$ cat config.mk
export PLATFORM = sky130hd
export DESIGN_NAME = i2c_master_transaction_sequencer
export DESIGN_NICKNAME = d
export VERILOG_FILES = /design/src/rtl/i2cseq_pkg.sv /design/src/rtl/i2cseq_cfg.sv /design/src/rtl/i2cseq_step.sv /design/src/rtl/i2c_master_transaction_sequencer.sv
export VERILOG_INCLUDE_DIRS = /design/src /design/src/rtl
export SDC_FILE = /design/constraint.sdc
export NUM_CORES = 1
export LEC_CHECK = 0
export BUFFER_PORTS_ARGS = -buffer_cell sky130_fd_sc_hd__buf_2
export CAP_MARGIN = 20
export CORE_UTILIZATION = 40
export DETAILED_ROUTE_END_ITERATION = 8
export PLACE_DENSITY = 0.66
export SYNTH_ARGS = -nofsm -noshare
export SYNTH_HDL_FRONTEND = slang
export SYNTH_HIERARCHICAL = 1
export SYNTH_SLANG_ARGS = --single-unit
$ cat constraint.sdc
create_clock -name i_clk -period 4.6 [get_ports i_clk]
set_clock_uncertainty 0.15 [all_clocks]
set_input_delay 0.69 -clock i_clk [delete_from_list [all_inputs] [get_ports i_clk]]
set_output_delay 0.69 -clock i_clk [all_outputs]
set_load 0.05 [all_outputs]
$ cat src/rtl/assert_macros.svh
// Assertion helpers for the RTL top level.
`ifndef ASSERT_MACROS_SVH
`define ASSERT_MACROS_SVH

// Plain property, checked on every rising clock edge outside reset.
`define ASSERT_AT(lbl, clk, rst_n, prop, msg) \
    lbl: assert property (@(posedge clk) disable iff (!rst_n) (prop)) else $error(msg);

// Same-cycle implication.
`define ASSERT_IMPL(lbl, clk, rst_n, ante, cons, msg) \
    lbl: assert property (@(posedge clk) disable iff (!rst_n) (ante) |-> (cons)) \
        else $error(msg);

`endif

$ cat src/rtl/i2cseq_pkg.sv
`default_nettype none
package i2cseq_pkg;

    // input function codes
    typedef enum logic [1:0] {
        FUNC_START_RD = 2'd0,
        FUNC_START_WR = 2'd1,
        FUNC_EVENT    = 2'd2,
        FUNC_RSVD     = 2'd3
    } t_func;

    // bus core commands
    typedef enum logic [3:0] {
        CMD_NONE  = 4'd0,
        CMD_ADDR  = 4'd1,
        CMD_DATA  = 4'd2,
        CMD_RECV  = 4'd3,
        CMD_STOP  = 4'd4,
        CMD_NSTOP = 4'd5,
        CMD_NRRD  = 4'd6,
        CMD_NRWR  = 4'd7,
        CMD_FLUSH = 4'd8
    } t_cmd;

    // follow-up phase codes
    typedef enum logic [1:0] {
        FOLLOW_STOP     = 2'd0,
        FOLLOW_CONT_WR  = 2'd1,
        FOLLOW_RSTRT_RD = 2'd2,
        FOLLOW_RSTRT_WR = 2'd3
    } t_follow;

    // configuration register indexes
    typedef enum logic [1:0] {
        REG_DEVICE_ADDRESS = 2'd0,
        REG_FIRST_LENGTH   = 2'd1,
        REG_FOLLOW_OP      = 2'd2,
        REG_FOLLOW_LENGTH  = 2'd3
    } t_reg_idx;

    localparam logic [6:0] DEVICE_ADDRESS_RST = 7'd127;
    localparam logic [7:0] FIRST_LENGTH_RST   = 8'd1;
    localparam logic [7:0] FOLLOW_LENGTH_RST  = 8'd1;

    typedef struct packed {
        logic [1:0] func;
        logic [7:0] tx_byte;
        logic [7:0] rx_byte;
        logic       rx_nack;
        logic       arb_lost;
        logic       bus_fault;
    } t_in_item;

    typedef struct packed {
        logic [3:0] core_cmd;
        logic [7:0] addr_byte;
        logic [7:0] data_byte;
        logic       rx_valid;
        logic       busy_res;
        logic       fail;
        logic       refused;
    } t_out_item;

    typedef struct packed {
        logic [6:0] device_address;
        logic [7:0] first_length;
        t_follow    follow_op;
        logic [7:0] follow_length;
    } t_cfg;

endpackage
`default_nettype wire

$ cat src/rtl/i2cseq_cfg.sv
`default_nettype none
module i2cseq_cfg (
    input  wire logic                  i_clk,
    input  wire logic                  i_rst_n,
    input  wire logic                  i_cfg_we,
    input  wire logic [1:0]            i_cfg_index,
    input  wire logic [7:0]            i_cfg_data,
    output i2cseq_pkg::t_cfg           o_cfg
);
    import i2cseq_pkg::*;

    t_cfg r_cfg;

    always_ff @(posedge i_clk) begin
        if (!i_rst_n) begin
            r_cfg.device_address <= DEVICE_ADDRESS_RST;
            r_cfg.first_length   <= FIRST_LENGTH_RST;
            r_cfg.follow_op      <= FOLLOW_STOP;
            r_cfg.follow_length  <= FOLLOW_LENGTH_RST;
        end else if (i_cfg_we) begin
            unique case (t_reg_idx'(i_cfg_index))
                REG_DEVICE_ADDRESS: r_cfg.device_address <= i_cfg_data[6:0];
                REG_FIRST_LENGTH:   r_cfg.first_length   <= i_cfg_data;
                REG_FOLLOW_OP:      r_cfg.follow_op      <= t_follow'(i_cfg_data[1:0]);
                REG_FOLLOW_LENGTH:  r_cfg.follow_length  <= i_cfg_data;
                default: ;
            endcase
        end
    end

    assign o_cfg = r_cfg;

endmodule
`default_nettype wire

$ cat src/rtl/i2cseq_step.sv
`default_nettype none
module i2cseq_step (
    input  wire logic                  i_clk,
    input  wire logic                  i_rst_n,
    input  wire logic                  i_go,
    input  wire i2cseq_pkg::t_in_item  i_item,
    input  wire i2cseq_pkg::t_cfg      i_cfg,
    output i2cseq_pkg::t_out_item      o_res
);
    import i2cseq_pkg::*;

    typedef enum logic [1:0] {
        PH_IDLE   = 2'd0,
        PH_RX     = 2'd1,
        PH_TX     = 2'd2,
        PH_TXDONE = 2'd3
    } t_phase;

    t_phase     r_phase, n_phase;
    logic [7:0] r_bytes_left, n_bytes_left;
    logic       r_addr_chk, n_addr_chk;
    logic       r_busy, n_busy;
    logic       r_fail, n_fail;
    logic       r_follow, n_follow;

    t_out_item  res;
    logic [7:0] rx_dec;
    logic [7:0] tx_base;
    logic [7:0] tx_dec;
    logic [7:0] addr_wr;
    logic [7:0] addr_rd;

    assign rx_dec  = r_bytes_left - 8'd1;
    // a follow-on write starts counting from the follow-up length
    assign tx_base = (r_phase == PH_TXDONE) ? i_cfg.follow_length : r_bytes_left;
    assign tx_dec  = tx_base - 8'd1;
    assign addr_wr = {i_cfg.device_address, 1'b0};
    assign addr_rd = {i_cfg.device_address, 1'b1};

    always_comb begin
        n_phase      = r_phase;
        n_bytes_left = r_bytes_left;
        n_addr_chk   = r_addr_chk;
        n_busy       = r_busy;
        n_fail       = r_fail;
        n_follow     = r_follow;
        res          = '0;
        res.core_cmd = CMD_NONE;

        case (t_func'(i_item.func))
            FUNC_START_RD, FUNC_START_WR: begin
                if (r_busy) begin
                    res.refused = 1'b1;
                end else begin
                    n_busy       = 1'b1;
                    n_fail       = 1'b0;
                    n_follow     = 1'b0;
                    n_bytes_left = i_cfg.first_length;
                    n_addr_chk   = 1'b1;
                    res.core_cmd = CMD_ADDR;
                    if (t_func'(i_item.func) == FUNC_START_RD) begin
                        res.addr_byte = addr_rd;
                        n_phase       = PH_RX;
                    end else begin
                        res.addr_byte = addr_wr;
                        n_phase       = PH_TX;
                    end
                end
            end
            FUNC_EVENT: begin
                if (r_busy) begin
                    if (i_item.bus_fault || i_item.arb_lost
                            || (r_addr_chk && i_item.rx_nack)) begin
                        if (i_item.bus_fault)
                            res.core_cmd = CMD_FLUSH;
                        else if (!i_item.arb_lost)
                            res.core_cmd = CMD_STOP;
                        n_phase    = PH_IDLE;
                        n_busy     = 1'b0;
                        n_addr_chk = 1'b0;
                        n_fail     = 1'b1;
                    end else begin
                        unique case (r_phase)
                            PH_TX, PH_TXDONE: begin
                                if (i_item.rx_nack || (r_phase == PH_TXDONE
                                        && (r_follow || i_cfg.follow_op == FOLLOW_STOP))) begin
                                    res.core_cmd = CMD_STOP;
                                    n_phase      = PH_IDLE;
                                    n_busy       = 1'b0;
                                    n_addr_chk   = 1'b0;
                                    n_fail       = 1'b0;
                                end else if (r_phase == PH_TX
                                        || i_cfg.follow_op == FOLLOW_CONT_WR) begin
                                    if (r_phase == PH_TXDONE)
                                        n_follow = 1'b1;
                                    n_addr_chk    = 1'b0;
                                    res.core_cmd  = CMD_DATA;
                                    res.data_byte = i_item.tx_byte;
                                    n_bytes_left  = tx_dec;
                                    n_phase       = (tx_dec != 8'd0) ? PH_TX : PH_TXDONE;
                                end else begin
                                    n_follow     = 1'b1;
                                    n_bytes_left = i_cfg.follow_length;
                                    n_addr_chk   = 1'b1;
                                    if (i_cfg.follow_op == FOLLOW_RSTRT_RD) begin
                                        res.core_cmd  = CMD_NRRD;
                                        res.addr_byte = addr_rd;
                                        n_phase       = PH_RX;
                                    end else begin
                                        res.core_cmd  = CMD_NRWR;
                                        res.addr_byte = addr_wr;
                                        n_phase       = PH_TX;
                                    end
                                end
                            end
                            PH_RX: begin
                                n_addr_chk    = 1'b0;
                                res.data_byte = i_item.rx_byte;
                                res.rx_valid  = 1'b1;
                                n_bytes_left  = rx_dec;
                                if (rx_dec != 8'd0) begin
                                    res.core_cmd = CMD_RECV;
                                end else if (!r_follow
                                        && i_cfg.follow_op == FOLLOW_RSTRT_RD) begin
                                    n_follow      = 1'b1;
                                    n_bytes_left  = i_cfg.follow_length;
                                    n_addr_chk    = 1'b1;
                                    res.core_cmd  = CMD_NRRD;
                                    res.addr_byte = addr_rd;
                                end else if (!r_follow
                                        && i_cfg.follow_op == FOLLOW_RSTRT_WR) begin
                                    n_follow      = 1'b1;
                                    n_bytes_left  = i_cfg.follow_length;
                                    n_addr_chk    = 1'b1;
                                    res.core_cmd  = CMD_NRWR;
                                    res.addr_byte = addr_wr;
                                    n_phase       = PH_TX;
                                end else begin
                                    // a continue-write after a read also ends here
                                    res.core_cmd = CMD_NSTOP;
                                    n_phase      = PH_IDLE;
                                    n_busy       = 1'b0;
                                end
                            end
                            PH_IDLE: begin
                                // busy without a phase: settle, keep fail
                                n_busy     = 1'b0;
                                n_addr_chk = 1'b0;
                            end
                            default: ;
                        endcase
                    end
                end
            end
            default: ;
        endcase

        res.busy_res = n_busy;
        res.fail     = n_fail;
    end

    always_ff @(posedge i_clk) begin
        if (!i_rst_n) begin
            r_phase      <= PH_IDLE;
            r_bytes_left <= '0;
            r_addr_chk   <= 1'b0;
            r_busy       <= 1'b0;
            r_fail       <= 1'b0;
            r_follow     <= 1'b0;
        end else if (i_go) begin
            r_phase      <= n_phase;
            r_bytes_left <= n_bytes_left;
            r_addr_chk   <= n_addr_chk;
            r_busy       <= n_busy;
            r_fail       <= n_fail;
            r_follow     <= n_follow;
        end
    end

    assign o_res = res;

endmodule
`default_nettype wire

$ cat src/rtl/i2c_master_transaction_sequencer.sv
// channel   dir  handshake                    payload
// in        in   i_in_valid / o_in_stall      i_in_data  (t_in_item)
// out       out  o_out_valid / i_out_stall    o_out_data (t_out_item)
// cfg       in   i_cfg_we                     i_cfg_index, i_cfg_data
//
// One transaction per cycle sustained while the result is not stalled; a transaction
// passes the input register, then the step logic into the result register.
// Synchronous active-low reset puts the sequencer idle with configuration registers at defaults.
// A stalled result holds in the result register; the input register still takes
// one more transaction, then o_in_stall rises until the result is taken.
`default_nettype none
`include "assert_macros.svh"
module i2c_master_transaction_sequencer (
    input  wire logic                  i_clk,
    input  wire logic                  i_rst_n,
    input  wire logic                  i_in_valid,
    output logic                       o_in_stall,
    input  wire i2cseq_pkg::t_in_item  i_in_data,
    output logic                       o_out_valid,
    input  wire logic                  i_out_stall,
    output i2cseq_pkg::t_out_item      o_out_data,
    input  wire logic                  i_cfg_we,
    input  wire logic [1:0]            i_cfg_index,
    input  wire logic [7:0]            i_cfg_data
);
    import i2cseq_pkg::*;

    logic      r_in_valid;
    t_in_item  r_in_data;
    logic      r_out_valid;
    t_out_item r_out_data;

    t_cfg      cfg;
    t_out_item step_res;
    logic      advance;

    logic      out_fail;
    logic      out_busy;
    logic      out_refused;
    logic      out_rx;
    logic      refused_ok;
    logic      rx_cmd_ok;
    logic      both_full;

    assign advance    = r_in_valid && !(r_out_valid && i_out_stall);
    assign o_in_stall = r_in_valid && r_out_valid && i_out_stall;

    i2cseq_cfg u_cfg (
        .i_clk       (i_clk),
        .i_rst_n     (i_rst_n),
        .i_cfg_we    (i_cfg_we),
        .i_cfg_index (i_cfg_index),
        .i_cfg_data  (i_cfg_data),
        .o_cfg       (cfg)
    );

    i2cseq_step u_step (
        .i_clk   (i_clk),
        .i_rst_n (i_rst_n),
        .i_go    (advance),
        .i_item  (r_in_data),
        .i_cfg   (cfg),
        .o_res   (step_res)
    );

    always_ff @(posedge i_clk) begin
        if (!i_rst_n) begin
            r_in_valid <= 1'b0;
        end else if (i_in_valid && !o_in_stall) begin
            r_in_valid <= 1'b1;
        end else if (advance) begin
            r_in_valid <= 1'b0;
        end
    end

    always_ff @(posedge i_clk) begin
        if (i_in_valid && !o_in_stall)
            r_in_data <= i_in_data;
    end

    always_ff @(posedge i_clk) begin
        if (!i_rst_n) begin
            r_out_valid <= 1'b0;
        end else if (advance) begin
            r_out_valid <= 1'b1;
        end else if (!i_out_stall) begin
            r_out_valid <= 1'b0;
        end
    end

    always_ff @(posedge i_clk) begin
        if (advance)
            r_out_data <= step_res;
    end

    assign o_out_valid = r_out_valid;
    assign o_out_data  = r_out_data;

    assign out_fail    = r_out_valid && r_out_data.fail;
    assign out_busy    = r_out_data.busy_res;
    assign out_refused = r_out_valid && r_out_data.refused;
    assign out_rx      = r_out_valid && r_out_data.rx_valid;
    assign refused_ok  = (r_out_data.core_cmd == CMD_NONE) && r_out_data.busy_res;
    assign rx_cmd_ok   = (r_out_data.core_cmd == CMD_RECV) || (r_out_data.core_cmd == CMD_NSTOP)
                      || (r_out_data.core_cmd == CMD_NRRD) || (r_out_data.core_cmd == CMD_NRWR);
    assign both_full   = r_in_valid && r_out_valid;

    `ASSERT_IMPL(a_fail_not_busy, i_clk, i_rst_n, out_fail, !out_busy, "fail while busy")
    `ASSERT_IMPL(a_refused_no_cmd, i_clk, i_rst_n, out_refused, refused_ok, "refused start acted")
    `ASSERT_IMPL(a_rx_cmd, i_clk, i_rst_n, out_rx, rx_cmd_ok, "received byte with wrong command")
    `ASSERT_AT(a_stall_full, i_clk, i_rst_n, !o_in_stall || both_full, "stall with free slot")

endmodule
`default_nettype wire
==> results of run 1 <==
registers in the layout, summed over array words and instances, names as in the netlist:
| signal | flops |
|---|---|
| o_out_valid | 1 |
| u_step/r_addr_chk | 1 |
| u_step/r_phase | 2 |
| out_busy | 1 |
| u_step/r_fail | 1 |
| u_step/r_busy | 1 |
| u_step/r_follow | 1 |
| r_in_valid | 1 |
| o_out_data | 23 |
| u_step/r_bytes_left | 8 |
| u_cfg/o_cfg | 25 |
| r_in_data | 21 |
power breakdown:
| part | internal, mW | total (mW) | switching [mW] |
|---|---|---|---|
| combinational | 0.0933 | 0.245 | 0.152 |
| clock | 0.533 | 0.842 | 0.309 |
| sequential | 0.845 | 0.882 | 0.0364 |
| total | 1.47 | 1.97 | 0.497 |
per-layer routing:
| layer | track usage [%] | vias up | share of wire [%] |
|---|---|---|---|
| met1 | 25.0 | 1767 | 46 |
| met4 | 7.84 | 0 | 2.3 |
| met5 | 0 | - | 0 |
| met2 | 29.7 | 127 | 46 |
| li1 | - | 1804 | - |
| met3 | 3.16 | 26 | 5.7 |
metrics by stage:
stage / hold slack [ns] / setup slack, ns / cells / power, mW / area [µm²]
finish: 0.317 / 1.51 / 654 / 1.97 / 5420
global route: 0.346 / 1.38 / 654 / 2.04 / 5420
detailed placement: 0.304 / 1.47 / 639 / 1.14 / 5080
floorplan: 0.280 / 0.0833 / 468 / 1.08 / 4830
CTS: 0.318 / 1.58 / 654 / 1.98 / 5420
global placement: 0.304 / 1.55 / 639 / 1.14 / 5080
placed cells by master, fill, tap and decap left out, types with 7 or more instances in the layout:
cell type / Yosys / routed
a21oi_1: 22 / 22
a22o_1: 8 / 8
and2_1: 10 / 10
buf_2: 8 / 61
clkbuf_16: 0 / 9
dfxtp_1: 41 / 41
edfxtp_1: 45 / 45
inv_1: 15 / 15
mux2i_1: 27 / 27
nand2_1: 50 / 50
nor2_1: 23 / 23
nor2b_1: 12 / 12
nor3_1: 7 / 7
o211ai_1: 9 / 9
o21ai_0: 19 / 19
xnor2_1: 10 / 10
worst max path at each step:
stage,cells past startpoint,slack [ns],to,from
3_5_place_dp,8,1.47,u_step/r_bytes_left[4],i_out_stall
5_1_grt,8,1.38,u_step/r_bytes_left[2],u_step/r_phase[1]
2_1_floorplan,7,0.08,u_step/r_bytes_left[2],i_out_stall
6_report,8,1.51,u_step/r_bytes_left[2],u_step/r_phase[1]
4_1_cts,8,1.58,u_step/r_bytes_left[2],u_step/r_phase[1]
3_3_place_gp,8,1.55,u_step/r_bytes_left[4],i_out_stall
critical path, delay by kind of cell, from the launching register on:
family / cells / cell delay [ns]
and+or+nand+nor: 2 / 0.49
DFF: 1 / 0.93
muxes: 1 / 0.28
xor gates and xnor gates: 1 / 0.17
adders and majority gates: 1 / 0.31
AOI/OAI and AO/OA: 3 / 0.62
kinds of logic after synthesis:
logic type | Yosys count
xor+xnor | 13
simple gates | 162
buf+inv | 51
flops | 86
mux | 30
compound gates | 121
fa+ha+maj | 5
final cells by class:
cell class	count	area, µm²
Fill cell	1040	6150
Multi-Input combinational cell	331	2340
Sequential cell	86	2170
Timing Repair Buffer	64	328
Clock buffer	9	225
Tap cell	143	179
Clock inverter	6	118
Inverter	15	56.3
==> results_dict.tcl, run 1 <==
set metrics [dict create \
    crit_type "flip-flop to flip-flop" \
    cp.required_ns 4.66 \
    wire_per_inst_um 17.4 \
    finalSetupViolCount 0 \
    post-route-period-util_pct 67.1 \
    min_period_ns 3.09 \
    fmax_mhz 324 \
    r2r_cells 8 \
    fp.coreArea_um2 11600 \
    end_kind "flip-flop" \
    cts_tree "done" \
    syn_nets 508 \
    netlist_instances 468 \
    peakVddDrop_uv 242 \
    hold_depth 2 \
    synth_top_family_by_area "simple AND/OR/NAND/NOR gates" \
    nNetsFinal 547 \
    yosysTopAreaCell "edfxtp_1" \
    worstMarginPinSlew_ns 0.934 \
    drive_above_1_share_pct 22.1 \
    worstHoldEndpoint "u_cfg/o_cfg[12]" \
    synth_edf_count 45 \
    synthToLayoutAreaGrowth_pct 12.3 \
    synthTopCellsByCount "nand2_1, edfxtp_1, dfxtp_1" \
    syn_avg_cell_area_um2 10.3 \
    drc 1 \
    hold_buffers 0 \
    synth_adder_area_share_pct 1.24 \
    synth_xor_area_share_pct 2.36 \
    synthTopCellsByArea "edfxtp_1, dfxtp_1, mux2i_1" \
    vias 3724 \
    ctsResizeCount 0 \
    synthesis.area_um2 4830 \
    die_w_um 112 \
    r2r_slack_ns 1.51 \
    slew_violations 0 \
    cp_cell_sequence "and2_4 > nand2_1 > a21boi_0 > ha_1 > xnor2_1 > mux2_2 > a2111oi_2 > a21oi_1" \
    violations "DRC" \
    maxSlewHeadroom_pct 37.7 \
    rsz0062_at_grt "no" \
    synthMuxAreaShare_pct 6.30 \
    grt_usage_pct 18.6 \
    power_density_nw_per_um2 363 \
    cts.path.max_buffers 2 \
    row_count 39 \
    grt_pass1_vias 3573 \
    grt_overflow 0 \
    dieArea_um2 12500 \
    dominantRegCellSynth "edfxtp_1" \
    clkSinkCount 86 \
    synth-simple-area-share_pct 20.0 \
    drt-total-wl_um 11400 \
    utilization_pct 46.9 \
    hpwl_um 8080 \
    ys_types 84 \
    r2r-start "u_step/r_phase[1]" \
    synth.top_cell.area_share_pct 28.0 \
    cts_made_buffers 9 \
    hold_start "u_cfg/o_cfg[12]" \
    insertion_delay_ns 0.34 \
    worstHoldPathType "flip-flop to flip-flop" \
    arrival_ns 3.15 \
    grt_max_degree 48 \
    drt_iter0_drc 257 \
    ys_async_sr_fraction_pct 0 \
    cts_setup_buffers 0 \
    start_util_pct 41.7 \
    cts_root_buf "clkbuf_16" \
    htreeDepth 3 \
    slowest_stage "dfxtp_1" \
    gp_congestion 0.906 \
    fin_setup_tns_ns 0 \
    antenna_found_initial 0 \
    max_cap_violations 0 \
    timing.rr.end "u_step/r_bytes_left[2]" \
    synth-seq-area-share_pct 45.0 \
    synth.most_common_cell "nand2_1" \
    first_pass_iters 7 \
    die_h_um 112 \
    slowest_delay_ns 0.93 \
    synth_seq_cells 86 \
    antenna_cells 0 \
    clk_pin_slew_worst_paths_ns 0.06 \
    crit_path_start_kind "flip-flop" \
    power.leakage_nw 2.02 \
    worstPathMaxFanout 28 \
    ys_warn_count 6 \
    hold_violations 0 \
    place.port_buffers 61 \
    avgViaCountPerCell 5.69 \
    drtAntennaViolNets 0 \
    synth_compound_area_share_pct 18.6 \
    io_pins 62 \
    grt_pass1_wl_um 18300 \
    status "finished, violations left" \
]
Power figures use the tool's default switching activity.
==> run 2, diff against run 1 <==
- clock period: 4.6 -> 2.6 ns (I/O delays scaled with it)
==> results_dict.tcl, run 2 (synthesized netlist as in run 1, its figures left out) <==
set metrics [dict create \
    cts_setup_buffers 0 \
    hold_buffers 0 \
    violations "DRC" \
    r2r_slack_ns 0.14 \
    final_common_cell "buf_2" \
    htreeDepth 3 \
    row_count 39 \
    worstHoldPathType "primary input to flip-flop" \
    die_h_um 112 \
    hpwl_um 9230 \
    largest_register_ffs 25 \
    r2r_cells 9 \
    crit_path_start "u_step/r_bytes_left[1]" \
    drtAntennaViolNets 0 \
    cts.path.max_buffers 2 \
    cts_made_buffers 9 \
    fp.coreArea_um2 11600 \
    nNetsFinal 576 \
    setup_ws_ns 0.137 \
    drt-total-wl_um 12300 \
    fillers 1023 \
    clk_pin_slew_worst_paths_ns 0.07 \
    r2r-start "u_step/r_bytes_left[1]" \
    crit_end "u_step/r_bytes_left[3]" \
    gp_congestion 0.927 \
    arrival_ns 2.54 \
    grt_overflow 0 \
    clkSinkCount 86 \
    status "finished, violations left" \
    crit_type "flip-flop to flip-flop" \
    dieArea_um2 12500 \
    dp_slack_ns 0.136 \
    antenna_found_initial 0 \
    grt_max_degree 27 \
    fmax_mhz 406 \
    grt_pass1_vias 3928 \
    rsz0062_at_grt "no" \
    die_w_um 112 \
    hold_violations 0 \
    io_pins 62 \
    crit_path_start_kind "flip-flop" \
    cts_tree "done" \
    cp.required_ns 2.68 \
    drt_iter0_drc 323 \
    first_pass_iters 7 \
    wire_per_inst_um 18.0 \
    end_kind "flip-flop" \
    finalSetupViolCount 0 \
    slew_violations 0 \
    power.leakage_nw 2.16 \
    post-route-period-util_pct 94.7 \
    layoutNonFillerInstCount 684 \
    drive_above_1_share_pct 27.2 \
    power_density_nw_per_um2 588 \
    avgViaCountPerCell 5.77 \
    vias 3945 \
    synthToLayoutAreaGrowth_pct 16.5 \
    ctsResizeCount 0 \
    fin_setup_tns_ns 0 \
    insertion_delay_ns 0.34 \
    worstPathMaxFanout 9 \
    grt_usage_pct 20.4 \
    mostFrequentLayoutCells "buf_2, nand2_1, edfxtp_1" \
    antenna_cells 0 \
    drc 1 \
    start_util_pct 41.7 \
    grt_pass1_wl_um 20000 \
    hold_depth 1 \
    maxSlewHeadroom_pct 58.7 \
    dpl.cell_count 668 \
    cts_root_buf "clkbuf_16" \
    worstMarginPinSlew_ns 0.620 \
    timing.rr.end "u_step/r_bytes_left[3]" \
    max_cap_violations 0 \
    min_period_ns 2.46 \
    peakVddDrop_uv 467 \
    place.port_buffers 61 \
]
run 2: changes by cell type in the layout (fill, tap and decap cells not counted), sizes merged:
cell,previous run,this run
buf,64,93
inv,17,18
clkinvlp,1,0
clkinv,0,4
bufinv,3,0
run 2: cell type report:
class	instances	area, µm²	share of cell area (%)
Inverter	15	56.3	1.00
Multi-Input combinational cell	331	2370	42.1
Tap cell	143	179	3.18
Timing Repair Buffer	93	546	9.70
Clock inverter	7	76.3	1.36
Sequential cell	86	2170	38.6
Clock buffer	9	225	4.00
run 2: report_power, final:
group	total [mW]	internal (mW)	leakage, nW	switching (mW)
logic	0.488	0.188	1.25	0.300
clock network	1.27	0.681	0.148	0.593
registers	1.54	1.50	0.763	0.0496
total	3.31	2.36	2.16	0.943
run 2: worst min-delay path by stage:
stage | startpoint | endpoint | slack [ns]
finish | i_in_data[17] | r_in_data[17] | 0.07
detailed placement | u_cfg/o_cfg[15] | u_cfg/o_cfg[15] | 0.31
global route | i_in_data[17] | r_in_data[17] | 0.06
CTS | i_in_data[17] | r_in_data[17] | 0.06
global placement | u_cfg/o_cfg[15] | u_cfg/o_cfg[15] | 0.30
floorplan | u_cfg/o_cfg[12] | u_cfg/o_cfg[12] | 0.28
run 2: routing by layer:
metal  vias to the layer above  share of wire (%)  GRT usage [%]
met3                        27                5.7           3.86
met5                         -                  0              0
met1                      1893                 44           26.1
met2                       156                 47           33.1
met4                         0                3.1           9.73
li1                       1869                  -              -
run 2: worst max-delay path: stages, from the launching register on:
cell	delay, ns
dfxtp_1	0.50
inv_1	0.15
ha_2	0.24
nor2_1	0.12
a31oi_2	0.12
nor3_2	0.32
buf_4	0.18
and3_4	0.23
a21oi_1	0.10
nor4_1	0.24
run 2: per-stage QoR:
step           power [mW]  instance area [µm²]  hold WS, ns  utilization (%)
2_1_floorplan        1.92                 4840        0.280                -
3_3_place_gp         2.04                 5310        0.297             45.9
3_5_place_dp         2.05                 5310        0.306             45.9
4_1_cts              3.32                 5610       0.0587             48.5
5_1_grt              3.42                 5620       0.0568             48.6
6_report             3.31                 5620       0.0658             48.6
==> run 3, diff against run 2 <==
- HOLD_SLACK_MARGIN: default -> 0.08
==> results_dict.tcl, run 3 (synthesized netlist as in run 1, its figures left out) <==
set metrics [dict create \
    cp.required_ns 2.68 \
    finalSetupViolCount 0 \
    timing.rr.end "u_step/r_bytes_left[3]" \
    grt_pass1_wl_um 20500 \
    grt_overflow 0 \
    fillers 1000 \
    power.share.sequential_pct 46.4 \
    grt_usage_pct 21.0 \
    violations "DRC" \
    max_cap_violations 0 \
    antenna_found_initial 0 \
    worst_hold_slack_ns 0.114 \
    fmax_mhz 405 \
    drtAntennaViolNets 0 \
    cts_made_buffers 9 \
    status "finished, violations left" \
    utilization_pct 50.4 \
    slew_violations 0 \
    worstPathMaxFanout 9 \
    min_period_ns 2.47 \
    avgViaCountPerCell 5.75 \
    internal_power_mw 2.38 \
    worstMarginPinSlew_ns 0.658 \
    arrival_ns 2.55 \
    dp_slack_ns 0.136 \
    row_count 39 \
    hpwl_um 9230 \
    r2r_cells 9 \
    clk_pin_slew_worst_paths_ns 0.07 \
    vias 4051 \
    r2r-start "u_step/r_bytes_left[1]" \
    fp.coreArea_um2 11600 \
    clkSinkCount 86 \
    drt_iter0_drc 297 \
    die_h_um 112 \
    crit_type "flip-flop to flip-flop" \
    mostFrequentLayoutCells "buf_2, nand2_1, edfxtp_1" \
    p_sw_mw 0.948 \
    largest_register_ffs 25 \
    power_frac_comb_pct 15.4 \
    cts_tree "done" \
    cts.path.max_buffers 2 \
    power.leakage_nw 2.25 \
    final_common_cell "buf_2" \
    place.port_buffers 61 \
    io_pins 62 \
    power_density_nw_per_um2 571 \
    rsz0062_at_grt "no" \
    start_util_pct 41.7 \
    worstHoldPathType "primary input to flip-flop" \
    insertion_delay_ns 0.34 \
    p_clk_share_pct 38.2 \
    hold_violations 0 \
    crit_path_start "u_step/r_bytes_left[1]" \
    die_w_um 112 \
    htreeDepth 3 \
    antenna_cells 0 \
    post-route-period-util_pct 94.9 \
    switching_share_pct 28.4 \
    first_pass_iters 7 \
    drc 1 \
    drt-total-wl_um 12600 \
    nNetsFinal 597 \
    finalPower_mw 3.33 \
    dieArea_um2 12500 \
    fin_setup_tns_ns 0 \
    cts_root_buf "clkbuf_16" \
    synthToLayoutAreaGrowth_pct 20.9 \
    r2r_slack_ns 0.13 \
    peakVddDrop_uv 467 \
    crit_end "u_step/r_bytes_left[3]" \
    end_kind "flip-flop" \
    crit_path_start_kind "flip-flop" \
    maxSlewHeadroom_pct 56.1 \
    setup_ws_ns 0.133 \
    gp_congestion 0.927 \
    grt_pass1_vias 4040 \
    grt_max_degree 27 \
    drive_above_1_share_pct 26.2 \
    wire_per_inst_um 17.9 \
]
==> run 3: cell count changes in the layout (fill, tap and decap cells not counted) <==
| cell | previous run | this run |
|---|---|---|
| dlygate4sd3_1 | 0 | 21 |
==> run 3: worst max-delay path: stages, from the launching register on <==
cell and delay (ns):
dfxtp_1 0.49, inv_1 0.14, ha_2 0.24, nor2_1 0.12, a31oi_2 0.12, nor3_2 0.32
buf_4 0.18, and3_4 0.24, a21oi_1 0.10, nor4_1 0.25
==> run 3: layout make-up <==
| cell class | count | area (µm²) | share of cell area, % |
|---|---|---|---|
| clock inverter | 7 | 76.3 | 1.31 |
| sequential | 86 | 2170 | 37.3 |
| inverter | 15 | 56.3 | 0.965 |
| timing repair buffer | 114 | 756 | 13.0 |
| multi-input combinational | 331 | 2370 | 40.6 |
| clock buffer | 9 | 225 | 3.86 |
| tap | 143 | 179 | 3.07 |
==> run 3: stage by stage <==
stage	cell area, µm²	instances
floorplan	4840	468
global placement	5310	668
detailed placement	5310	668
CTS	5810	704
global route	5830	705
finish	5830	705
==> run 3: timing repair <==
item                                    4_1_cts  5_1_grt
buffers inserted                              0        0
hold buffers                                 20        1
endpoints found under the setup margin        0       21
endpoints found under the hold margin        20        1
resized for setup                             0        4
==> run 3: power groups by stage <==
| stage | Clock (mW) | Sequential [mW] | Combinational (mW) |
|---|---|---|---|
| after floorplan | 0 | 1.62 | 0.304 |
| after global placement | 0 | 1.57 | 0.470 |
| after CTS | 1.29 | 1.54 | 0.507 |
| after global routing | 1.35 | 1.55 | 0.552 |
| final | 1.27 | 1.54 | 0.514 |
| after detailed placement | 0 | 1.57 | 0.482 |
==> run 3: worst min-delay path by stage <==
stage	startpoint	endpoint	slack [ns]	cells past startpoint
2_1_floorplan	u_cfg/o_cfg[12]	u_cfg/o_cfg[12]	0.28	2
3_3_place_gp	u_cfg/o_cfg[15]	u_cfg/o_cfg[15]	0.30	2
3_5_place_dp	u_cfg/o_cfg[15]	u_cfg/o_cfg[15]	0.31	2
4_1_cts	i_in_data[18]	r_in_data[18]	0.08	1
5_1_grt	i_in_valid	r_in_valid	0.11	2
6_report	i_in_valid	r_in_valid	0.11	2
==> run 3: metal layers <==
metal / track usage, % / vias up / wire, µm
li1: - / 1903 / -
met1: 26.5 / 1950 / 5510
met2: 34.2 / 163 / 5970
met3: 3.86 / 35 / 698
met4: 10.8 / 0 / 440
met5: 0 / - / 0
